[src/hw/rtl/bdd_pkg.sv]
// ----------------------------------------------------------------------------
// bdd_pkg
// Shared widths, codes, controller states and command/status types for the
// binary disk dilation unit.
// ----------------------------------------------------------------------------
package bdd_pkg;

  // default sizes
  localparam int MAX_WIDTH_DEF  = 256;
  localparam int MAX_HEIGHT_DEF = 256;
  localparam int MAX_RADIUS_DEF = 64;
  localparam int FULL_ALPHA_DEF = 4096;

  // fixed field widths
  localparam int MODE_W  = 2;
  localparam int POS_W   = 9;
  localparam int ALPHA_W = 16;
  localparam int HWV_W   = 7;
  localparam int AOUT_W  = 13;
  localparam int BOX_W   = 9;
  localparam int DIM_W   = 9;
  localparam int RADF_W  = 7;
  localparam int CFGD_W  = 16;
  localparam int CFGI_W  = 2;

  // item modes
  localparam logic [MODE_W-1:0] MODE_HW  = 2'd0;
  localparam logic [MODE_W-1:0] MODE_PIX = 2'd1;
  localparam logic [MODE_W-1:0] MODE_QRY = 2'd2;
  localparam logic [MODE_W-1:0] MODE_CMP = 2'd3;

  // register indexes
  localparam logic [CFGI_W-1:0] REG_THR = 2'd0;
  localparam logic [CFGI_W-1:0] REG_WID = 2'd1;
  localparam logic [CFGI_W-1:0] REG_HGT = 2'd2;
  localparam logic [CFGI_W-1:0] REG_RAD = 2'd3;

  // controller states, also the datapath command
  localparam int ST_W = 5;
  localparam logic [ST_W-1:0] S_IDLE     = 5'd0;
  localparam logic [ST_W-1:0] S_CLR      = 5'd1;
  localparam logic [ST_W-1:0] S_BOX_RD   = 5'd2;
  localparam logic [ST_W-1:0] S_BOX_EX   = 5'd3;
  localparam logic [ST_W-1:0] S_BOX_CHK  = 5'd4;
  localparam logic [ST_W-1:0] S_VT_RD    = 5'd5;
  localparam logic [ST_W-1:0] S_VT_EX    = 5'd6;
  localparam logic [ST_W-1:0] S_VTT      = 5'd7;
  localparam logic [ST_W-1:0] S_VB_RD    = 5'd8;
  localparam logic [ST_W-1:0] S_VB_EX    = 5'd9;
  localparam logic [ST_W-1:0] S_VBH      = 5'd10;
  localparam logic [ST_W-1:0] S_COL_NEXT = 5'd11;
  localparam logic [ST_W-1:0] S_RF_RD    = 5'd12;
  localparam logic [ST_W-1:0] S_RF_HW    = 5'd13;
  localparam logic [ST_W-1:0] S_RF_EX    = 5'd14;
  localparam logic [ST_W-1:0] S_ROW_CHK  = 5'd15;
  localparam logic [ST_W-1:0] S_RT       = 5'd16;
  localparam logic [ST_W-1:0] S_RB_RD    = 5'd17;
  localparam logic [ST_W-1:0] S_RB_HW    = 5'd18;
  localparam logic [ST_W-1:0] S_RB_EX    = 5'd19;
  localparam logic [ST_W-1:0] S_RH       = 5'd20;
  localparam logic [ST_W-1:0] S_ROW_NEXT = 5'd21;
  localparam logic [ST_W-1:0] S_DONE     = 5'd22;

  typedef struct packed {
    logic            acc;  // input item transfer this cycle
    logic            go;   // compute item transfer this cycle
    logic [ST_W-1:0] op;   // current step
  } cmd_t;

  typedef struct packed {
    logic clr_last;
    logic box_last;
    logic found;
    logic y_last;
    logic yb_last;
    logic k_last;
    logic x_last;
    logic rf_last;
    logic rb_last;
    logic any;
    logic r_zero;
    logic row_last;
  } status_t;

endpackage

[src/hw/rtl/bdd_ctrl.sv]
// ----------------------------------------------------------------------------
// bdd_ctrl
// Compute sequencer: clear, bounding scan, vertical passes per column and
// row passes per destination row.
// ----------------------------------------------------------------------------
module bdd_ctrl (
  input  logic                         clk,
  input  logic                         rst_n,
  input  logic                         start,
  input  logic [bdd_pkg::MODE_W-1:0]   in_mode,
  input  bdd_pkg::status_t             status,
  output bdd_pkg::cmd_t                cmd,
  output logic                         busy
);
  import bdd_pkg::*;

  logic [ST_W-1:0] state_r, state_nxt;
  logic            acc;

  assign busy = (state_r != S_IDLE);
  assign acc  = start && !busy;

  assign cmd.acc = acc;
  assign cmd.go  = acc && (in_mode == MODE_CMP);
  assign cmd.op  = state_r;

  // pick next step
  always_comb begin
    state_nxt = state_r;
    case (state_r)
      S_IDLE:     if (cmd.go) state_nxt = S_CLR;
      S_CLR:      if (status.clr_last) state_nxt = S_BOX_RD;
      S_BOX_RD:   state_nxt = S_BOX_EX;
      S_BOX_EX:   state_nxt = status.box_last ? S_BOX_CHK : S_BOX_RD;
      S_BOX_CHK:  state_nxt = status.found ? S_VT_RD : S_DONE;
      S_VT_RD:    state_nxt = S_VT_EX;
      S_VT_EX: begin
        if (status.y_last) state_nxt = status.r_zero ? S_VB_RD : S_VTT;
        else               state_nxt = S_VT_RD;
      end
      S_VTT:      if (status.k_last) state_nxt = S_VB_RD;
      S_VB_RD:    state_nxt = S_VB_EX;
      S_VB_EX: begin
        if (status.yb_last) state_nxt = status.r_zero ? S_COL_NEXT : S_VBH;
        else                state_nxt = S_VB_RD;
      end
      S_VBH:      if (status.k_last) state_nxt = S_COL_NEXT;
      S_COL_NEXT: state_nxt = status.x_last ? S_RF_RD : S_VT_RD;
      S_RF_RD:    state_nxt = S_RF_HW;
      S_RF_HW:    state_nxt = S_RF_EX;
      S_RF_EX:    state_nxt = status.rf_last ? S_ROW_CHK : S_RF_RD;
      S_ROW_CHK: begin
        if (status.any) state_nxt = status.r_zero ? S_RB_RD : S_RT;
        else            state_nxt = S_ROW_NEXT;
      end
      S_RT:       if (status.k_last) state_nxt = S_RB_RD;
      S_RB_RD:    state_nxt = S_RB_HW;
      S_RB_HW:    state_nxt = S_RB_EX;
      S_RB_EX: begin
        if (status.rb_last) state_nxt = status.r_zero ? S_ROW_NEXT : S_RH;
        else                state_nxt = S_RB_RD;
      end
      S_RH:       if (status.k_last) state_nxt = S_ROW_NEXT;
      S_ROW_NEXT: state_nxt = status.row_last ? S_DONE : S_RF_RD;
      S_DONE:     state_nxt = S_IDLE;
      default:    state_nxt = S_IDLE;
    endcase
  end

  always_ff @(posedge clk) begin
    if (!rst_n) begin
      state_r <= S_IDLE;
    end else begin
      state_r <= state_nxt;
    end
  end

endmodule

[config.mk]
export PLATFORM = sky130hd
export DESIGN_NAME = bdd_ctrl
export DESIGN_NICKNAME = d
export VERILOG_FILES = /design/src/hw/rtl/bdd_pkg.sv /design/src/hw/rtl/bdd_ctrl.sv
export SDC_FILE = /design/constraint.sdc
export NUM_CORES = 1
export LEC_CHECK = 0
export BUFFER_PORTS_ARGS = -buffer_cell sky130_fd_sc_hd__buf_2
export CAP_MARGIN = 10
export CORE_AREA = 2 2 39 41
export CTS_CLUSTER_DIAMETER = 40
export DETAILED_ROUTE_END_ITERATION = 8
export DIE_AREA = 0 0 41 43
export GPL_ROUTABILITY_DRIVEN = 0
export HOLD_SLACK_MARGIN = 0.15
export PLACE_DENSITY = 0.8
export SYNTH_ARGS = -nofsm -noshare
export SYNTH_HDL_FRONTEND = slang
export SYNTH_SLANG_ARGS = --single-unit
[constraint.sdc]
create_clock -name clk -period 2.2 [get_ports clk]
set_input_delay 0.11 -clock clk [delete_from_list [all_inputs] [get_ports clk]]
set_output_delay 0.11 -clock clk [all_outputs]
set_load 0.005 [all_outputs]
---- Word level (Yosys, flattened, before mapping) ----
Index checks and enable logic that the tools add are counted.
cells by class
  equality and inequality tests ........... 28
  multiplexer cells ....................... 20
  reductions and logical operators ........ 6
operators with widths
  kind                count
  $pmux 5 s22         1
  $eq 5x4->1 const B  8
  $mux 5              8
  $eq 5x5->1 const B  6
  $eq 5x3->1 const B  4
  $mux 4              3
  $ne 2x2->1 const B  6
  $eq 5x2->1 const B  2
  $mux 3              3
  $reduce_and 6->1    1
  $eq 5x1->1 const B  1
  $logic_not 5->1     1
  $reduce_bool 5->1   1
  $mux 2              2
  $mux 1              3
  $eq 2x2->1 const B  1
  $logic_and 1x1->1   2
  $logic_not 1->1     1
storage, ports and cells
  flip-flop bits (word level) ............. 5
  input port bits ......................... 17
  output and inout bits ................... 8
  word-level logic and storage cells ...... 55

---- Logic depth before layout (Yosys ltp) ----
Gate-level depths: netlist of run 1.
  depth after elaboration ................. 6
  gate-level depth with buffers ........... 7
  mapped depth without buffers ............ 5

---- Worst setup path before layout of run 1 ----
No wires, ideal clock.
  path kind ............................... register to register
  start point ............................. register state_r[1]
  end point ............................... register state_r[1]
  library setup time ...................... 0.117 ns
  data arrival time ....................... 1.368 ns
  data required time ...................... 2.083 ns
  path slack .............................. 0.715 ns
  cell stages (with the launch flop) ...... 6
  buffers on the path ..................... 1
  period minus slack after synthesis ...... 1.485 ns
  cell sequence ........................... dfxtp_1 > buf_6 > or4b_4 > o22ai_2 > a21oi_1 > a32o_1
between the ends
  cells in the longest elaborated chain, start to end .. 6
  elaborated cells on any way between the ends .. 34
  classes of those cells .................. eq/ne (27); mux (1); reduce/logical (6)
ends and longest elaborated chain
  item                               line            text
  start: declaration                 bdd_ctrl.sv:17  logic [ST_W-1:0] state_r, state_nxt;
  start signal: assignment           bdd_ctrl.sv:74  state_r <= state_nxt;
  $reduce_bool 5->1                  bdd_ctrl.sv:20  assign busy = (state_r != S_IDLE);
  $logic_not 1->1                    bdd_ctrl.sv:21  assign acc = start && !busy;
  $logic_and 1x1->1                  bdd_ctrl.sv:21
  $logic_and 1x1->1                  bdd_ctrl.sv:24  assign cmd.go = acc && (in_mode == MODE_CMP);
  $ne 2x2->1 (no source line)        -
  $reduce_and 6->1 (no source line)  -
Several ways; a longest one is shown, not always the timed one.
A chain may end at the register's enable or synchronous reset.

==> impl_results.md, run 1 <==
- Largest incremental delay on the critical path: 0.71 ns
- Leak: 0.308 nW
- Core Rows: 14
- Cts repair resizes: 0
- Total power: 451 uW
- Worst slew margin: 58.8%
- CP most frequent cell: and3_1
- Total GRT Usage: 24.4%
- Final setup viols: 0
- Filler cell count: 150
- Launch point of the worst hold path: rst_n
- DR vias/cell: 6.46
- Clk buf depth: 2
- Pin count of the biggest net entering global routing: 22
- Slowest CP cell: dfxtp_1
- Post-place instance area: 743 sq um
- CTS buffer count: 3
- Worst-Margin Slew: 0.618 ns
- Critical path arrival: 1.79 ns
- Num ports: 25
- Worst VDD drop: 0.231 mV
- Setup TNS: 0 ns
- Root Buffer: clkbuf_4
- Drt drc: 0
- Endpoint type of the worst setup path: output pin
- Pre-CTS setup slack: 0.414 ns
- Max-slew violations: 0
- Syn Nets: 105
- First-pass GRT wire length: 3.07 mm
- GRT overflow: 0
- Register Area: 100 sq um
- Final instance area: 769 sq um
- Area of the multi-input gates: 477 sq um
- RSZ-0062 raised after global routing: false
- Vias: 808
- Vias in the first global route: 749
- YS warnings: 0
- Largest Register: state_r
- Seq/Total Area, Yosys: 15.3%
- CP startpoint: state_r[0]$_SDFFE_PN0P_
- Top achievable clock speed: 525 MHz
- Post-Syn Area: 656 sq um
- DRT antenna net count: 0
- Drt initial violations: 14
- Wire length per cell: 14.3 um
- Synth Area per Inst: 7.45 sq um
- Largest register FFs: 5
- Post-DP HPWL: 1.38 mm
- Largest registers: state_r x5
- Hold Vio Cnt, Final: 0
- Area contributors post-synth: dfxtp_1 (15%), nand3_1 (6.9%), buf_4 (4.6%)
- Hold_ws: 0.186 ns
- Area growth from synthesis to layout: 17.4%
- Antenna violations before repair: 0
- Family with the most delay on the worst path: simple AND/OR/NAND/NOR gates
- Layout cells sized above 1: 32.1%
- Die Y: 43 um
- Outcome: completed
- Yosys reg bits: 5
- Post-CTS Repair Setup Buffers: 0
- Yosys top cell area share: 15.3%
- Setup Skew: 0.000367 ns
- Max FO, Critical Path: 21
- Clock-pin transition on the worst setup and hold timing paths: 0.04 ns
- Worst setup margin: 0.296 ns
- Min cycle time layout: 1.90 ns
- Library cells used by synthesis: 42
- Synth area leader: dfxtp_1
- Hold_buf cts: 0
- Final WL: 1.79 mm
- Ant. Diodes: 0
- Die width: 41 um
- Area of the core: 1380 sq um
- Buf/Inv on CP: 1
- CP Launch Type: register
- Pwr/cell area: 586 nW/um^2
- Port buffer count: 24
- Clock tree from TritonCTS: done
- HP Class: in2reg
- Initial Utilization: 47.4%
- Die Area: 1760 sq um
- Cells after Synth: 88
- CP Cell Sequence: nor2_1 > and3_1 > and2_1 > and3_1 > buf_2
- H-tree levels: 1
- Reg-to-reg startpoint: state_r[0]$_SDFFE_PN0P_
- CP required: 2.09 ns
- Worst skew pair latency: 0.24 ns
- Max-cap violations: 0
- Clock sink count: 5
- Nets: 127
- Critical path type: reg2out
- Drt pass-1 iters: 4
- Period utilization: 86.6%
## power by group
| part | internal, mW | total, mW | switching, mW | leakage, nW |
|---|---|---|---|---|
| Clock | 0.0686 | 0.107 | 0.0380 | 0.0150 |
| Sequential | 0.101 | 0.139 | 0.0382 | 0.0405 |
| Combinational | 0.103 | 0.205 | 0.102 | 0.252 |
| Total | 0.272 | 0.451 | 0.179 | 0.308 |
## Yosys cell counts
cell type and count:
nand3_1 9, nand2_1 6, dfxtp_1 5, nor2_1 5, buf_4 4, nand2b_1 4
a21oi_1 3, a31oi_1 3, buf_2 3, inv_1 3, o21ai_1 3, or3_1 3
a21boi_0 2, and3_1 2, buf_6 2, nor3_1 2, o21ai_0 2, o311ai_0 2
o31ai_1 2, a211o_4 1, a211oi_2 1, a21bo_2 1, a21o_1 1, a311oi_1 1
a32o_1 1, a32oi_1 1, and2_1 1, and4b_1 1, mux2i_1 1, nand3b_1 1
nand4_1 1, nand4b_1 1, nor4_1 1, nor4bb_1 1, o21a_1 1, o221ai_1 1
o22ai_2 1, or3b_1 1, or3b_2 1, or4_1 1, or4b_1 1, or4b_4 1
## layout by cell type (no fill, tap or decap), drive strengths merged, types with 2 or more instances in the layout
master,count
nand2b,4
inv,3
and3,2
buf,26
nor2,5
or4b,2
a31oi,3
dfxtp,5
nand2,6
a21boi,2
nand3,9
nor3,2
o311ai,2
or3b,2
o31ai,2
o21ai,5
or3,3
clkbuf,4
a21oi,3
## worst paths after layout
| check | endpoint | slack (ns) | cells after the start |
|---|---|---|---|
| setup / recovery | cmd[5] | 0.30 | 5 |
| hold reg to reg | state_r[3]$_SDFFE_PN0P_ | 0.69 | 2 |
| setup reg to reg | state_r[1]$_SDFFE_PN0P_ | 0.39 | 5 |
| hold / removal | state_r[2]$_SDFFE_PN0P_ | 0.19 | 3 |
## worst min-delay path, cell delays in order
cell     delay, ns
buf_2         0.14
nand2_1       0.07
o21ai_1       0.05
## per-layer routing
| metal | track usage [%] | part of all wire, % |
|---|---|---|
| met5 | 0 | 0 |
| met4 | 10.7 | 1.6 |
| met3 | 2.62 | 5.8 |
| met2 | 41.3 | 51 |
| met1 | 29.1 | 42 |
## stage by stage
stage / instances / util [%]
final: 125 / 55.6
after global routing: 125 / 55.6
after CTS: 125 / 55.6
after detailed placement: 121 / 53.7
after global placement: 121 / 53.7
after floorplan: 88 / -
## cell families (layout without fill, tap and decap cells)
kind of cell	Yosys count	after routing	share of synthesized area (%)
mux	1	1	1.53
compound gates	27	27	32.1
simple gates	43	43	39.1
flops	5	5	15.3
buf+inv	12	33	12.0
## final cells by class
| cell class | instances | share of cell area (%) |
|---|---|---|
| timing repair buffer | 26 | 17.6 |
| multi-input combinational | 71 | 62.0 |
| inverter | 3 | 1.46 |
| sequential | 5 | 13.0 |
| tap | 16 | 2.60 |
| clock buffer | 4 | 3.41 |
Power figures use the tool's default switching activity.
==> run 2, diff against run 1 <==
--- a/config.mk
+++ b/config.mk
@@ -13,7 +13,7 @@
 export DIE_AREA = 0 0 41 43
 export GPL_ROUTABILITY_DRIVEN = 0
 export HOLD_SLACK_MARGIN = 0.15
-export PLACE_DENSITY = 0.8
+export PLACE_DENSITY_LB_ADDON = 0.08
 export SYNTH_ARGS = -nofsm -noshare
 export SYNTH_HDL_FRONTEND = slang
 export SYNTH_SLANG_ARGS = --single-unit
==> impl_results.md, run 2 (synthesis results as in run 1) <==
- Die Y: 43 um
- Port buffer count: 24
- Setup Skew: 0.000322 ns
- Period utilization: 84.9%
- Post-CTS Repair Setup Buffers: 0
- Worst-Margin Slew: 0.494 ns
- CP Launch Type: register
- Area of the core: 1380 sq um
- Total GRT Usage: 24.2%
- Hold_ws: 0.203 ns
- Min cycle time layout: 1.87 ns
- Pre-CTS setup slack: 0.467 ns
- Worst setup margin: 0.333 ns
- Worst skew pair latency: 0.24 ns
- Ant. Diodes: 0
- Final std cells w/o fill: 126
- Wire length per cell: 14.8 um
- Final WL: 1.86 mm
- CP required: 2.09 ns
- Leak: 0.313 nW
- First-pass GRT wire length: 2.99 mm
- RR Endpoint: state_r[3]$_SDFFE_PN0P_
- RSZ-0062 raised after global routing: false
- Max FO, Critical Path: 16
- Hold Vio Cnt, Final: 0
- Clock tree from TritonCTS: done
- Post-DP HPWL: 1.42 mm
- Vias in the first global route: 711
- Pin count of the biggest net entering global routing: 17
- H-tree levels: 1
- Dpl cells: 122
- WHS Endpoint: state_r[2]$_SDFFE_PN0P_
- Critical path arrival: 1.76 ns
- Max-cap violations: 0
- Launch point of the worst hold path: rst_n
- Reg-to-reg startpoint: state_r[4]$_SDFFE_PN0P_
- Largest register FFs: 5
- Largest Register: state_r
- Root Buffer: clkbuf_4
- Pwr/cell area: 589 nW/um^2
- Die Area: 1760 sq um
- Total power: 458 uW
- Num ports: 25
- Nets: 128
- Drt pass-1 iters: 4
- Core Rows: 14
- Worst slew margin: 67.0%
- Top achievable clock speed: 536 MHz
- Cts repair resizes: 0
- Initial Utilization: 47.4%
- Largest registers: state_r x5
- R2R setup slack: 0.45 ns
- Drt drc: 0
- Clock sink count: 5
- GRT overflow: 0
- Drt initial violations: 12
- Clock-pin transition on the worst setup and hold timing paths: 0.04 ns
- Clk buf depth: 2
- Endpoint type of the worst setup path: output pin
- Antenna violations before repair: 0
- Die width: 41 um
- Setup TNS: 0 ns
- Max-slew violations: 0
- Vias: 777
- CTS buffer count: 3
- Worst hold path depth: 3
- HP Class: in2reg
- Outcome: completed
- Worst VDD drop: 0.281 mV
- Worst Reg-to-Reg Cells: 5
- Final setup viols: 0
- Commonest non-fill, non-tap cells in the layout: buf_2 (24), nand3_1 (9), nand2_1 (6)
- Critical path type: reg2out
- Filler cell count: 154
- Commonest non-fill, non-tap cell in the layout: buf_2
- DRT antenna net count: 0
- DR vias/cell: 6.17
- Hold_buf cts: 0
- Layout cells sized above 1: 32.7%
- Area growth from synthesis to layout: 18.5%
-- run 2: worst max-delay path, cell delays in order, from the launching register on --
cell,delay [ns]
dfxtp_1,0.62
inv_1,0.19
and3_1,0.24
and2_1,0.18
and3_1,0.17
buf_2,0.12
-- run 2: worst max path at each step --
| stage | startpoint | endpoint | slack, ns |
|---|---|---|---|
| floorplan | state_r[1]$_SDFFE_PN0P_ | state_r[1]$_SDFFE_PN0P_ | 0.72 |
| global placement | state_r[2]$_SDFFE_PN0P_ | state_r[0]$_SDFFE_PN0P_ | 0.45 |
| detailed placement | state_r[4]$_SDFFE_PN0P_ | state_r[3]$_SDFFE_PN0P_ | 0.47 |
| CTS | state_r[4]$_SDFFE_PN0P_ | cmd[5] | 0.34 |
| global route | state_r[4]$_SDFFE_PN0P_ | cmd[5] | 0.19 |
| finish | state_r[4]$_SDFFE_PN0P_ | cmd[5] | 0.33 |
-- run 2: through the flow --
step | utilization, % | area, sq um
5_1_grt | 56.1 | 777
4_1_cts | 56.1 | 777
3_5_place_dp | 54.2 | 751
6_report | 56.1 | 777
2_1_floorplan | - | 656
3_3_place_gp | 54.2 | 751
-- run 2: per-layer routing --
| layer | routed length [um] | track usage, % | vias to the layer above |
|---|---|---|---|
| met3 | 140 | 3.14 | 0 |
| met2 | 950 | 40.9 | 33 |
| met1 | 768 | 29.7 | 361 |
| met5 | 0 | 0 | - |
| met4 | 0 | 8.00 | 0 |
| li1 | - | - | 383 |
-- run 2: final cells by class --
type / count / area (sq um) / share of cell area, %
sequential: 5 / 100 / 12.9
inverter: 3 / 11.3 / 1.45
clock buffer: 4 / 26.3 / 3.38
multi-input combinational: 71 / 477 / 61.4
tap: 16 / 20.0 / 2.58
timing repair buffer: 27 / 143 / 18.4
-- run 2: power by group --
| group | switching (mW) | total (mW) | internal, mW |
|---|---|---|---|
| clock | 0.0354 | 0.104 | 0.0684 |
| combinational | 0.115 | 0.224 | 0.109 |
| sequential | 0.0286 | 0.130 | 0.101 |
==> run 3, diff against run 2 <==
--- a/config.mk
+++ b/config.mk
@@ -5,12 +5,13 @@
 export SDC_FILE = /design/constraint.sdc
 export NUM_CORES = 1
 export LEC_CHECK = 0
+export ABC_AREA = 1
 export BUFFER_PORTS_ARGS = -buffer_cell sky130_fd_sc_hd__buf_2
 export CAP_MARGIN = 10
-export CORE_AREA = 2 2 39 41
+export CORE_MARGIN = 1.5
+export CORE_UTILIZATION = 43
 export CTS_CLUSTER_DIAMETER = 40
 export DETAILED_ROUTE_END_ITERATION = 8
-export DIE_AREA = 0 0 41 43
 export GPL_ROUTABILITY_DRIVEN = 0
 export HOLD_SLACK_MARGIN = 0.15
 export PLACE_DENSITY_LB_ADDON = 0.08
==> constraint.sdc (replaced) <==
create_clock -name clk -period 1.7 [get_ports clk]
set_input_delay 0.085 -clock clk [delete_from_list [all_inputs] [get_ports clk]]
set_output_delay 0.085 -clock clk [all_outputs]
set_load 0.005 [all_outputs]
==> impl_results.md, run 3 <==
- Outcome: completed
- Die Area: 1870 sq um
- Clock sink count: 5
- HP Class: in2reg
- Commonest non-fill, non-tap cell in the layout: nand2_1
- Yosys reg bits: 5
- Endpoint type of the worst setup path: register
- Most numerous cell in the Yosys netlist: nand2_1
- Post-synth top cells: nand2_1 (41), nor2_1 (23), inv_1 (19)
- DRT antenna net count: 0
- RSZ-0062 raised after global routing: false
- Min cycle time layout: 1.54 ns
- Syn Nets: 153
- Pin count of the biggest net entering global routing: 10
- YS warnings: 0
- Library cells used by synthesis: 18
- R2R setup slack: 0.16 ns
- Total power: 621 uW
- Family with the most delay on the worst path: simple AND/OR/NAND/NOR gates
- Area contributors post-synth: nand2_1 (22%), dfxtp_1 (14%), nor2_1 (12%)
- Reg-to-reg startpoint: state_r[2]$_SDFFE_PN0P_
- Port buffer count: 24
- Leak: 0.499 nW
- Clock-pin transition on the worst setup and hold timing paths: 0.04 ns
- Nets: 183
- Period utilization: 90.7%
- Slowest CP cell: dfxtp_1
- Area of the core: 1510 sq um
- Dpl cells: 175
- Wire length per cell: 11.1 um
- Synth area leader: nand2_1
- Drt drc: 0
- First-pass GRT wire length: 3.33 mm
- Post-DP HPWL: 1.61 mm
- Antenna violations before repair: 0
- Yosys top cell area share: 22.1%
- Total GRT Usage: 23.2%
- Num ports: 25
- Core Rows: 14
- Clock tree from TritonCTS: done
- Drt initial violations: 43
- Ant. Diodes: 0
- Number of synthesized flops with an enable pin: 0
- Worst slew margin: 75.9%
- Clk buf depth: 2
- DR vias/cell: 5.24
- Die Y: 43.3 um
- H-tree levels: 1
- Max-slew violations: 0
- Cells after Synth: 136
- Die width: 43.3 um
- CP startpoint: state_r[2]$_SDFFE_PN0P_
- Critical path arrival: 1.67 ns
- CP most frequent cell: nand2_1
- Worst-Margin Slew: 0.360 ns
- Largest registers: state_r x5
- Largest Register: state_r
- Final setup viols: 0
- Synth Area per Inst: 5.12 sq um
- Final WL: 2.01 mm
- Max-cap violations: 0
- Root Buffer: clkbuf_4
- Setup Skew: 0.00179 ns
- Buf/Inv on CP: 2
- Largest register FFs: 5
- CTS buffer count: 3
- Max FO, Critical Path: 9
- Launch point of the worst hold path: status[11]
- Hold Vio Cnt, Final: 0
- Worst Reg-to-Reg Cells: 9
- Pwr/cell area: 700 nW/um^2
- CP Cell Sequence: inv_2 > nor2_4 > nand2_1 > nand3_1 > nand2_1 > nand3_2 > inv_1 > nand2_1 > a21oi_1
- CP required: 1.82 ns
- WHS Endpoint: state_r[0]$_SDFFE_PN0P_
- Setup TNS: 0 ns
- Largest incremental delay on the critical path: 0.53 ns
- Worst VDD drop: 0.642 mV
- CP Launch Type: register
- Final std cells w/o fill: 181
- GRT overflow: 0
- Layout cells sized above 1: 25.5%
- Worst skew pair latency: 0.24 ns
- RR Endpoint: state_r[0]$_SDFFE_PN0P_
- Post-Syn Area: 697 sq um
- Initial Utilization: 46.3%
- Vias: 949
- Area growth from synthesis to layout: 27.3%
- Seq/Total Area, Yosys: 14.4%
- Drt pass-1 iters: 4
- Vias in the first global route: 792
- Async set or reset register ratio after synthesis: 0%
- Top_reg_cell synth: dfxtp_1
- Top achievable clock speed: 649 MHz
- Commonest non-fill, non-tap cells in the layout: nand2_1 (41), buf_2 (24), nor2_1 (21)
- Worst hold path depth: 6
- Critical path type: reg2reg
[run 3: cell count changes after synthesis, moves of 4 or more]
cell	previous run	this run
o21ai_0	2	6
nand3_1	9	14
nand2_1	6	41
nand2b_1	4	0
nor2_1	5	23
inv_2	0	4
inv_1	3	19
[run 3: cell families (layout without fill, tap and decap cells)]
kind of cell	after synthesis	count (layout)	synth area share [%]
AOI/OAI and AO/OA	14	14	10.8
buffers and inverters	25	54	14.5
DFF	5	5	14.4
and+or+nand+nor	92	92	60.3
[run 3: report_power, final]
group / total (mW) / internal (mW) / switching, mW
clock network: 0.137 / 0.0887 / 0.0482
logic: 0.316 / 0.124 / 0.192
registers: 0.168 / 0.135 / 0.0336
[run 3: how the worst max path moves through the flow]
stage | to | cells past startpoint
3_5_place_dp | state_r[0]$_SDFFE_PN0P_ | 10
5_1_grt | state_r[0]$_SDFFE_PN0P_ | 9
6_report | state_r[0]$_SDFFE_PN0P_ | 9
4_1_cts | cmd[5] | 6
2_1_floorplan | state_r[0]$_SDFFE_PN0P_ | 9
3_3_place_gp | state_r[1]$_SDFFE_PN0P_ | 8
[run 3: area by class of cell]
type / instances / area, sq um
multi-input cells: 106 / 505
flip-flops and latches: 5 / 101
clock buffers: 4 / 26.3
inverters: 23 / 86.3
repair buffers: 27 / 148
well taps: 16 / 20.0
fillers: 175 / 619
[run 3: what timing repair did]
action	CTS	global route
hold buffers	2	0
hold endpoints to repair	3	0
endpoints found under the setup margin	0	5
resized for setup	0	4
setup buffers	0	0
[run 3: metrics by stage]
| step | cell area, sq um | worst slack (ns) | hold WS (ns) | utilization, % |
|---|---|---|---|---|
| floorplan | 697 | 0.395 | 0.245 | - |
| global route | 887 | 0.0234 | 0.289 | 58.9 |
| detailed placement | 830 | 0.144 | 0.364 | 55.1 |
| CTS | 876 | 0.0939 | 0.266 | 58.1 |
| finish | 887 | 0.158 | 0.256 | 58.9 |
| global placement | 830 | 0.142 | 0.370 | 55.1 |
[run 3: tightest hold or removal path, cell delays in order]
cell,delay [ns]
buf_2,0.08
nor2_1,0.03
nand2_1,0.06
nand3_2,0.08
nand2_1,0.06
a21oi_1,0.05
[run 3: routing by layer]
layer / up-vias / wire length [um] / global-route usage [%]
li1: 490 / - / -
met1: 410 / 824 / 31.0
met2: 49 / 947 / 36.7
met3: 0 / 235 / 6.81
met4: 0 / 0 / 4.85
met5: - / 0 / 0
